## config.mk

```make
export PLATFORM = sky130hd
export DESIGN_NAME = lcw_ctrl
export DESIGN_NICKNAME = d
export VERILOG_FILES = /design/src/rtl/core/lcw_pkg.sv /design/src/rtl/core/lcw_ctrl.sv
export SDC_FILE = /design/constraint.sdc
export NUM_CORES = 1
export LEC_CHECK = 0
export BUFFER_PORTS_ARGS = -buffer_cell sky130_fd_sc_hd__buf_2
export CORE_MARGIN = 1
export CORE_UTILIZATION = 36
export DETAILED_ROUTE_END_ITERATION = 10
export GPL_TIMING_DRIVEN = 0
export PLACE_DENSITY_LB_ADDON = 0.2
export SLEW_MARGIN = 10
export SYNTH_ARGS = -nofsm -noshare
export SYNTH_HDL_FRONTEND = slang
export SYNTH_SLANG_ARGS = --single-unit
```

## constraint.sdc

```tcl
create_clock -name clk -period 1.9 [get_ports clk]
set_input_delay 0.38 -clock clk [delete_from_list [all_inputs] [get_ports clk]]
set_output_delay 0.38 -clock clk [all_outputs]
set_load 0.05 [all_outputs]
```

## src/rtl/core/lcw_pkg.sv

```systemverilog
// Shared types and constants for the lattice cell wrap table core.
// Used by lcw_ctrl, lcw_datapath and lattice_cell_wrap_table_core; no dependencies.
package lcw_pkg;

  // Command codes of an input beat (code 3 behaves as wrap only)
  localparam logic [1:0] CMD_WRAP   = 2'd0;
  localparam logic [1:0] CMD_ADD    = 2'd1;
  localparam logic [1:0] CMD_LOOKUP = 2'd2;

  localparam int KINDS    = 4;
  localparam int REGS     = 3;
  localparam int SUB_W    = 5;
  localparam int STEP_W   = 5;
  localparam int ADJ_STEPS = 18;

  localparam logic [1:0] CFG_LAST = 2'd2;

  // Result status codes
  typedef enum logic [1:0] {
    STAT_OK        = 2'd0,
    STAT_NOT_FOUND = 2'd1,
    STAT_FULL      = 2'd2,
    STAT_SINGULAR  = 2'd3
  } lcw_status_t;

  // Controller states
  typedef enum logic [3:0] {
    S_IDLE, S_ADJ, S_DET, S_SIGN, S_MAC, S_DLOAD, S_DIV, S_STORE,
    S_TSTART, S_TRUN, S_DONE
  } lcw_state_t;

  // Datapath operations
  typedef enum logic [3:0] {
    OP_NONE, OP_LOAD, OP_ADJ, OP_DET, OP_SIGN, OP_MAC, OP_DLOAD, OP_DSTEP,
    OP_STORE, OP_TSTART, OP_TRUN, OP_PUBLISH
  } lcw_op_t;

  typedef struct packed {
    lcw_op_t           op;
    logic [STEP_W-1:0] step;
    logic [1:0]        lane;
    logic              phase;  // 0: reduce by adjugate, 1: map back by lattice
  } lcw_ctrl_t;

  typedef struct packed {
    logic singular;
    logic div_done;
    logic tbl_done;
  } lcw_stat_t;

  // Matrix entry operands for the adjugate cofactor products, two per entry,
  // entries in row-major order; matrix entry index is row*3+column.
  localparam logic [3:0] ADJ_OP_A [ADJ_STEPS] = '{
    4'd4, 4'd5, 4'd7, 4'd8, 4'd1, 4'd2,
    4'd5, 4'd3, 4'd8, 4'd6, 4'd2, 4'd0,
    4'd3, 4'd4, 4'd6, 4'd7, 4'd0, 4'd1
  };
  localparam logic [3:0] ADJ_OP_B [ADJ_STEPS] = '{
    4'd8, 4'd7, 4'd2, 4'd1, 4'd5, 4'd4,
    4'd6, 4'd8, 4'd0, 4'd2, 4'd3, 4'd5,
    4'd7, 4'd6, 4'd1, 4'd0, 4'd4, 4'd3
  };

endpackage

```

## src/rtl/core/lcw_ctrl.sv

```systemverilog
// Sequencer for the lattice cell wrap table core.
// Depends on lcw_pkg; drives lcw_datapath through lcw_ctrl_t commands.
module lcw_ctrl (
  input  logic                clk,
  input  logic                rst_n,
  input  logic                in_valid,
  output logic                in_stall,
  output logic                out_valid,
  input  logic                out_stall,
  input  lcw_pkg::lcw_stat_t  stat,
  output lcw_pkg::lcw_ctrl_t  ctrl
);

  lcw_pkg::lcw_state_t        state_r, state_nxt;
  logic [lcw_pkg::STEP_W-1:0] step_r, step_nxt;
  logic [1:0]                 lane_r, lane_nxt;
  logic                       phase_r, phase_nxt;
  logic                       out_valid_r, out_valid_nxt;
  logic                       publish_ok;

  assign publish_ok = !out_valid_r || !out_stall;

  // Next state and counters
  always_comb begin
    state_nxt = state_r;
    step_nxt  = step_r;
    lane_nxt  = lane_r;
    phase_nxt = phase_r;
    unique case (state_r)
      lcw_pkg::S_IDLE: begin
        if (in_valid) begin
          state_nxt = lcw_pkg::S_ADJ;
          step_nxt  = '0;
        end
      end
      lcw_pkg::S_ADJ: begin
        if (step_r == lcw_pkg::STEP_W'(lcw_pkg::ADJ_STEPS - 1)) begin
          state_nxt = lcw_pkg::S_DET;
          step_nxt  = '0;
        end else begin
          step_nxt = step_r + 1'b1;
        end
      end
      lcw_pkg::S_DET: begin
        if (step_r == lcw_pkg::STEP_W'(2)) begin
          state_nxt = lcw_pkg::S_SIGN;
          step_nxt  = '0;
        end else begin
          step_nxt = step_r + 1'b1;
        end
      end
      lcw_pkg::S_SIGN: begin
        if (stat.singular) begin
          state_nxt = lcw_pkg::S_DONE;
        end else begin
          state_nxt = lcw_pkg::S_MAC;
          lane_nxt  = '0;
          phase_nxt = 1'b0;
          step_nxt  = '0;
        end
      end
      lcw_pkg::S_MAC: begin
        if (step_r == lcw_pkg::STEP_W'(2)) begin
          state_nxt = lcw_pkg::S_DLOAD;
        end else begin
          step_nxt = step_r + 1'b1;
        end
      end
      lcw_pkg::S_DLOAD: state_nxt = lcw_pkg::S_DIV;
      lcw_pkg::S_DIV: begin
        if (stat.div_done) state_nxt = lcw_pkg::S_STORE;
      end
      lcw_pkg::S_STORE: begin
        step_nxt = '0;
        if (lane_r == 2'd2) begin
          if (phase_r) begin
            state_nxt = lcw_pkg::S_TSTART;
          end else begin
            state_nxt = lcw_pkg::S_MAC;
            phase_nxt = 1'b1;
            lane_nxt  = '0;
          end
        end else begin
          state_nxt = lcw_pkg::S_MAC;
          lane_nxt  = lane_r + 1'b1;
        end
      end
      lcw_pkg::S_TSTART: state_nxt = lcw_pkg::S_TRUN;
      lcw_pkg::S_TRUN: begin
        if (stat.tbl_done) state_nxt = lcw_pkg::S_DONE;
      end
      lcw_pkg::S_DONE: begin
        if (publish_ok) state_nxt = lcw_pkg::S_IDLE;
      end
      default: state_nxt = lcw_pkg::S_IDLE;
    endcase
  end

  // Commands to the datapath
  always_comb begin
    ctrl.op    = lcw_pkg::OP_NONE;
    ctrl.step  = step_r;
    ctrl.lane  = lane_r;
    ctrl.phase = phase_r;
    unique case (state_r)
      lcw_pkg::S_IDLE:   ctrl.op = in_valid ? lcw_pkg::OP_LOAD : lcw_pkg::OP_NONE;
      lcw_pkg::S_ADJ:    ctrl.op = lcw_pkg::OP_ADJ;
      lcw_pkg::S_DET:    ctrl.op = lcw_pkg::OP_DET;
      lcw_pkg::S_SIGN:   ctrl.op = lcw_pkg::OP_SIGN;
      lcw_pkg::S_MAC:    ctrl.op = lcw_pkg::OP_MAC;
      lcw_pkg::S_DLOAD:  ctrl.op = lcw_pkg::OP_DLOAD;
      lcw_pkg::S_DIV:    ctrl.op = lcw_pkg::OP_DSTEP;
      lcw_pkg::S_STORE:  ctrl.op = lcw_pkg::OP_STORE;
      lcw_pkg::S_TSTART: ctrl.op = lcw_pkg::OP_TSTART;
      lcw_pkg::S_TRUN:   ctrl.op = lcw_pkg::OP_TRUN;
      lcw_pkg::S_DONE:   ctrl.op = publish_ok ? lcw_pkg::OP_PUBLISH : lcw_pkg::OP_NONE;
      default:           ctrl.op = lcw_pkg::OP_NONE;
    endcase
  end

  // Output beat valid: set on publish, drop once taken
  always_comb begin
    out_valid_nxt = out_valid_r;
    if (out_valid_r && !out_stall) out_valid_nxt = 1'b0;
    if (state_r == lcw_pkg::S_DONE && publish_ok) out_valid_nxt = 1'b1;
  end

  assign in_stall  = (state_r != lcw_pkg::S_IDLE);
  assign out_valid = out_valid_r;

  always_ff @(posedge clk) begin
    if (!rst_n) begin
      state_r     <= lcw_pkg::S_IDLE;
      step_r      <= '0;
      lane_r      <= '0;
      phase_r     <= 1'b0;
      out_valid_r <= 1'b0;
    end else begin
      state_r     <= state_nxt;
      step_r      <= step_nxt;
      lane_r      <= lane_nxt;
      phase_r     <= phase_nxt;
      out_valid_r <= out_valid_nxt;
    end
  end

endmodule

```

==> results of run 1 <==
## power groups by stage
| stage | sequential (mW) | clock (mW) | combinational (mW) |
|---|---|---|---|
| floorplan | 0.404 | 0 | 0.647 |
| detailed placement | 0.362 | 0 | 0.866 |
| CTS | 0.382 | 0.176 | 0.894 |
| global placement | 0.361 | 0 | 0.853 |
| global route | 0.417 | 0.192 | 0.986 |
| finish | 0.402 | 0.167 | 0.910 |
## worst max-delay path, cell delays in order (launching register included)
cell,delay [ns]
dfxtp_4,0.38
buf_4,0.19
a31oi_2,0.17
nor2b_2,0.08
a21oi_2,0.10
buf_2,0.26
## routing by layer
layer	GRT usage, %	share of wire, %	wire [microns]
met1	23.4	47	1120
met2	31.0	48	1140
met3	3.45	4.5	107
met4	7.89	0.51	12
met5	0	0	0
## what timing repair did
item / in CTS / in global routing
pin swaps: 0 / 1
hold buffers: 0 / 0
setup endpoints to repair: 5 / 7
gates resized for setup: 20 / 8
buffers inserted: 0 / 2
cloned: 0 / 0
## cell type report
| class | instances | area [sq um] |
|---|---|---|
| inverters | 5 | 18.8 |
| repair buffers | 22 | 128 |
| clock buffers | 4 | 26.3 |
| fillers | 256 | 1270 |
| plain buffers | 5 | 35.0 |
| multi-input cells | 100 | 679 |
| well taps | 30 | 37.5 |
| flip-flops and latches | 13 | 279 |
## kinds of logic (layout without fill, tap and decap cells)
logic type	count (synthesis)	after routing	share of synthesized area (%)
multiplexers	1	1	1.07
AO/OA/AOI/OAI	32	32	24.0
flip-flops	13	13	27.8
adder cells (fa/ha/maj)	3	3	4.01
AND/OR/NAND/NOR	62	62	35.5
buffers and inverters	13	36	5.74
XOR/XNOR	2	2	1.87
## worst max-delay path by stage
stage / depth (start not counted) / slack [ns] / end
floorplan: 4 / -0.12 / ctrl[8]
global placement: 5 / -0.16 / ctrl[11]
detailed placement: 5 / -0.20 / ctrl[11]
CTS: 5 / 0.00007 / ctrl[8]
global route: 5 / 0.003 / ctrl[8]
finish: 5 / 0.08 / ctrl[9]
## flip-flops by register name, summed over array words and instances, names as in the netlist
register and count:
lane_r 2, out_valid 1, phase_r 1, state_r 4, step_r 5
## through the flow
stage / instance area (sq um) / util (%) / setup WS, ns
2_1_floorplan: 956 / - / -0.120
3_3_place_gp: 1090 / 44.1 / -0.161
3_5_place_dp: 1090 / 44.1 / -0.196
4_1_cts: 1170 / 47.1 / 0.0000717
5_1_grt: 1200 / 48.6 / 0.00327
6_report: 1200 / 48.6 / 0.0801
## synthesized netlist by cell type (3+ instances only)
cell type   n
nand3b_1    3
inv_1       4
ha_1        3
nand2b_1    5
nor2b_1     8
o21ai_0     6
nand3_1     5
dfxtp_1    13
a21oi_1     6
nand2_1    10
nor2_1     17
a31oi_1     5
nor3_1      6
clkbuf_1    4
==> run_results.csv, run 1 <==
group,metric,value,unit
sta,fmax,0.549,GHz
critical_path,path_class,"reg2out",
synth,yosysWarnings,0,
global_route,grt_pass1_wl,3.88,mm
synth,synthesis.instances,126,
layout,drive_gt1_share,32.9,%
sta,tightestPinTransition,0.373,ns
route,ant_nets,0,
critical_path,crit_start,"state_r[2]",
min_path,hold_path_depth,3,
route,drc,0,
route,dr.pass1.iters,4,
cts,htree_num_levels,1,
critical_path,reg2reg_depth,7,
global_route,grt_overflow_total,0,
global_route,track_usage,18.7,%
global_route,grt_pass1_vias,905,
sta,skew,0.000472,ns
cts,clockBufferDepth,2,
critical_path,r2r-start,"step_r[0]",
synth,netlist.area_leader.share,27.8,%
cts,clock_latency,0.26,ns
critical_path,cp_max_fo,10,
pwr,power_density,1230,nW/um^2
global_route,grt_max_degree,12,
critical_path,arrival,1.44,ns
critical_path,r2r_setup_slack,0.10,ns
floorplanning,rows,18,
sta,fin_setup_tns,0,ns
layout,nNetsFinal,160,
route,routed_wl,2.38,mm
placement,io_buffers,20,
cts,cts_tree,"built",
route,wl_per_cell,13.3,microns
critical_path,startpoint_type,"register",
sta,slew_headroom,74.8,%
placement,routabilityCongestion,0.873,
synth,netlist_area,937,sq um
sta,hold_viol,0,
min_path,min-delay-start,"out_stall",
layout,diodes,0,
floorplanning,chipHeight,53.0,microns
synth,synth_ff_type,"dfxtp_1",
critical_path,r2r-end,"state_r[1]",
floorplanning,die_area,2810,sq um
critical_path,cp-end-kind,"output port",
pwr,total_power,1.48,mW
pwr,power.switching,0.728,mW
pwr,p_sw_share,49.2,%
floorplanning,start_util,37.8,%
placement,hpwl,1.75,mm
min_path,hp-class,"in2reg",
route,vias_per_cell,5.43,
pwr,p_clk_share,11.3,%
layout,finalNonFillerCells,179,
pwr,pwr-share-comb,61.5,%
layout,final_common_cell,"buf_2",
synth,syn_area_per_cell,7.44,sq um
pwr,max-vdd-ir-drop,0.802,mV
pwr,p_seq_share,27.2,%
placement,dp.cells,176,
cts,cts_buffers,3,
floorplanning,die_w,53.0,microns
route,drt_iter0_markers,14,
cts,cts_sinks,13,
synth,syn-num-nets,136,
layout,layout_common_cells,"buf_2 (19), nor2_1 (17), nand2_1 (10)",
min_path,hold_path_end,"out_valid",
synth,synth_cell_types,40,
sta,period_share,95.8,%
sta,holdWs,0.402,ns
pwr,intPower,0.752,mW
sta,setup_viol,0,
synth,async_flop_share,0,%
synth,ys_ff_latch,13,
layout,area_growth,28.4,%
sta,rsz0062_at_grt,"false",
outcome,run_status,"finished clean",
synth,ys_seq_area_share,27.8,%
cts,cts-root-buf,"clkbuf_4",
sta,slew_violations,0,
cts,clk_pin_slew,0.08,ns
pwr,leakagePower,0.497,nW
floorplanning,coreArea,2480,sq um
synth,synth_area_leader_cell,"dfxtp_1",
global_route,antenna_found_initial,0,
sta,finalCriticalPeriod,1.82,ns
flow_run,maxCapViolations,0,
critical_path,cp_data_required_time,1.52,ns
route,vias,972,
floorplanning,pin_count,21,
synth,synth_edf_count,0,
synth,ys_top_cells_by_area,"dfxtp_1 (28%), nor2_1 (6.8%), nor2b_1 (5.3%)",
(Power assumes the default switching activity.)
==> run 2, diff against run 1 <==
--- a/config.mk
+++ b/config.mk
@@ -7,8 +7,9 @@
 export LEC_CHECK = 0
 export BUFFER_PORTS_ARGS = -buffer_cell sky130_fd_sc_hd__buf_2
 export CORE_MARGIN = 1
-export CORE_UTILIZATION = 36
+export CORE_UTILIZATION = 24
 export DETAILED_ROUTE_END_ITERATION = 10
+export GPL_ROUTABILITY_DRIVEN = 1
 export GPL_TIMING_DRIVEN = 0
 export PLACE_DENSITY_LB_ADDON = 0.2
 export SLEW_MARGIN = 10
==> run 2 against run 1 <==
Net effect:
- routed wire length grew 0.84%
- combinational power up 3.6%
- critical path depth fell by 1
- die area increased by 48%
- core utilization fell by 15 points
- sequential share of layout area down 1.2 points
- clock skew is 0.00071 ns higher
- clock power grew 50%
- non-clock buffer count unchanged
- power increased by 5.4%
==> run_results.csv, run 2 (same netlist as run 1, synthesis figures left out) <==
group,metric,value,unit
outcome,run_status,"finished clean",
cts,cts_tree,"built",
critical_path,cp-end-kind,"output port",
cts,cts-root-buf,"clkbuf_8",
critical_path,r2r-end,"state_r[1]",
layout,drive_gt1_share,32.2,%
cts,cts_buffers,3,
placement,routabilityCongestion,0.745,
route,vias_per_cell,4.90,
placement,io_buffers,20,
sta,skew,0.00119,ns
route,ant_nets,0,
floorplanning,rows,22,
sta,setup_viol,0,
critical_path,cp_cell_sequence,"buf_2, nor2b_2, a21oi_2, buf_2",
cts,clk_pin_slew,0.06,ns
global_route,grt_pass1_wl,4.03,mm
route,routed_wl,2.40,mm
critical_path,r2r_setup_slack,0.08,ns
sta,slew_violations,0,
cts,clock_latency,0.24,ns
cts,cts_sinks,13,
critical_path,crit_top_cell,"buf_2",
sta,rsz0062_at_grt,"false",
min_path,hold_path_end,"out_valid",
layout,final_util,33.3,%
critical_path,startpoint_type,"register",
critical_path,cpPeakStageDelay,0.42,ns
floorplanning,pin_count,21,
pwr,leakagePower,0.506,nW
placement,hpwl,1.79,mm
route,dr.pass1.iters,4,
route,vias,966,
min_path,hp-class,"in2reg",
sta,period_share,96.1,%
global_route,grt_overflow_total,0,
critical_path,arrival,1.45,ns
critical_path,cp_max_fo,10,
global_route,grt_pass1_vias,898,
sta,slew_headroom,77.5,%
floorplanning,coreArea,3720,sq um
cts,htree_num_levels,1,
route,wl_per_cell,12.2,microns
floorplanning,chipHeight,64.5,microns
layout,diodes,0,
sta,fin_setup_tns,0,ns
pwr,max-vdd-ir-drop,0.320,mV
sta,tightestPinTransition,0.337,ns
sta,hold_viol,0,
pwr,power_density,1260,nW/um^2
flow_run,maxCapViolations,0,
layout,top_regs,"step_r: 5 flops, state_r: 4 flops, lane_r: 2 flops",
critical_path,cp_data_required_time,1.52,ns
global_route,antenna_found_initial,0,
floorplanning,die_w,64.5,microns
route,drc,0,
layout,regMostFlops,"step_r",
global_route,grt_max_degree,11,
layout,layout_common_cells,"buf_2 (19), nor2_1 (16), nand2_1 (10)",
critical_path,path_class,"reg2out",
route,drt_iter0_markers,57,
sta,finalCriticalPeriod,1.83,ns
critical_path,r2r-start,"step_r[0]",
min_path,hold_path_depth,3,
global_route,track_usage,12.2,%
min_path,min-delay-start,"out_stall",
critical_path,reg2reg_depth,7,
layout,largest_register_ffs,5,
floorplanning,die_area,4160,sq um
layout,final_common_cell,"buf_2",
floorplanning,start_util,25.2,%
sta,fmax,0.548,GHz
layout,area_growth,32.2,%
sta,holdWs,0.412,ns
cts,clockBufferDepth,2,
layout,nNetsFinal,160,
cts,cts_hold_buffers,0,
critical_path,slowest_stage,"dfxtp_2",
cts,postCtsSetupRepairBufs,0,
==> run 2: cell count changes in the layout (fill, tap and decap cells not counted) <==
cell and change:
dfxtp_2 +1, nor2_1 -1, a31oi_2 -1, clkbuf_4 -3
nor2_2 +1, dfxtp_1 +1, clkbuf_8 +4, buf_4 -2
clkbuf_2 +1, dfxtp_4 -2, a31oi_1 +1
==> run 2: report_power, final <==
group,switching [mW],internal [mW]
Combinational,0.588,0.355
Clock,0.102,0.148
Sequential,0.0472,0.320
Total,0.738,0.823
==> run 2: per-stage QoR <==
stage | std cells | instance area [sq um] | worst slack (ns) | power [mW]
after floorplan | 126 | 956 | -0.120 | 1.05
after global placement | 194 | 1120 | -0.192 | 1.23
after detailed placement | 194 | 1120 | -0.181 | 1.22
after CTS | 197 | 1200 | 0.00874 | 1.54
after global routing | 197 | 1240 | 0.00132 | 1.67
final | 197 | 1240 | 0.0737 | 1.56
==> run 2: cell type report <==
cell class | count | area (sq um)
Sequential cell | 13 | 273
Inverter | 5 | 18.8
Buffer | 7 | 57.6
Multi-Input combinational cell | 100 | 676
Tap cell | 48 | 60.1
Clock buffer | 4 | 45.0
Timing Repair Buffer | 20 | 109
Fill cell | 423 | 2480
==> run 2: worst max-delay path by stage <==
stage	endpoint	cells past startpoint	from	slack, ns
2_1_floorplan	ctrl[8]	4	state_r[1]	-0.12
3_3_place_gp	ctrl[11]	5	state_r[0]	-0.19
3_5_place_dp	ctrl[11]	5	state_r[0]	-0.18
4_1_cts	ctrl[8]	5	state_r[2]	0.009
5_1_grt	state_r[1]	7	step_r[0]	0.001
6_report	ctrl[9]	4	state_r[3]	0.07
==> run 2: metal layers <==
metal	up-vias	routed length (microns)	share of wire (%)	GRT usage, %
li1	498	-	-	-
met1	452	1140	47	14.8
met2	12	1160	48	21.6
met3	4	65	2.7	1.94
met4	0	37	1.5	4.17
met5	-	0	0	0
==> run 2: critical path: cells and delay by family, from the launching register on <==
family                 cells  cell delay [ns]
AND/OR/NAND/NOR            1             0.24
buffers and inverters      2             0.50
AO/OA/AOI/OAI              1             0.04
flip-flops                 1             0.42
==> run 2: timing repair <==
item	4_1_cts	5_1_grt
resized for setup	16	12
pin swaps	0	1
cloned	0	0
endpoints found under the setup margin	5	8
endpoints found under the hold margin	0	0
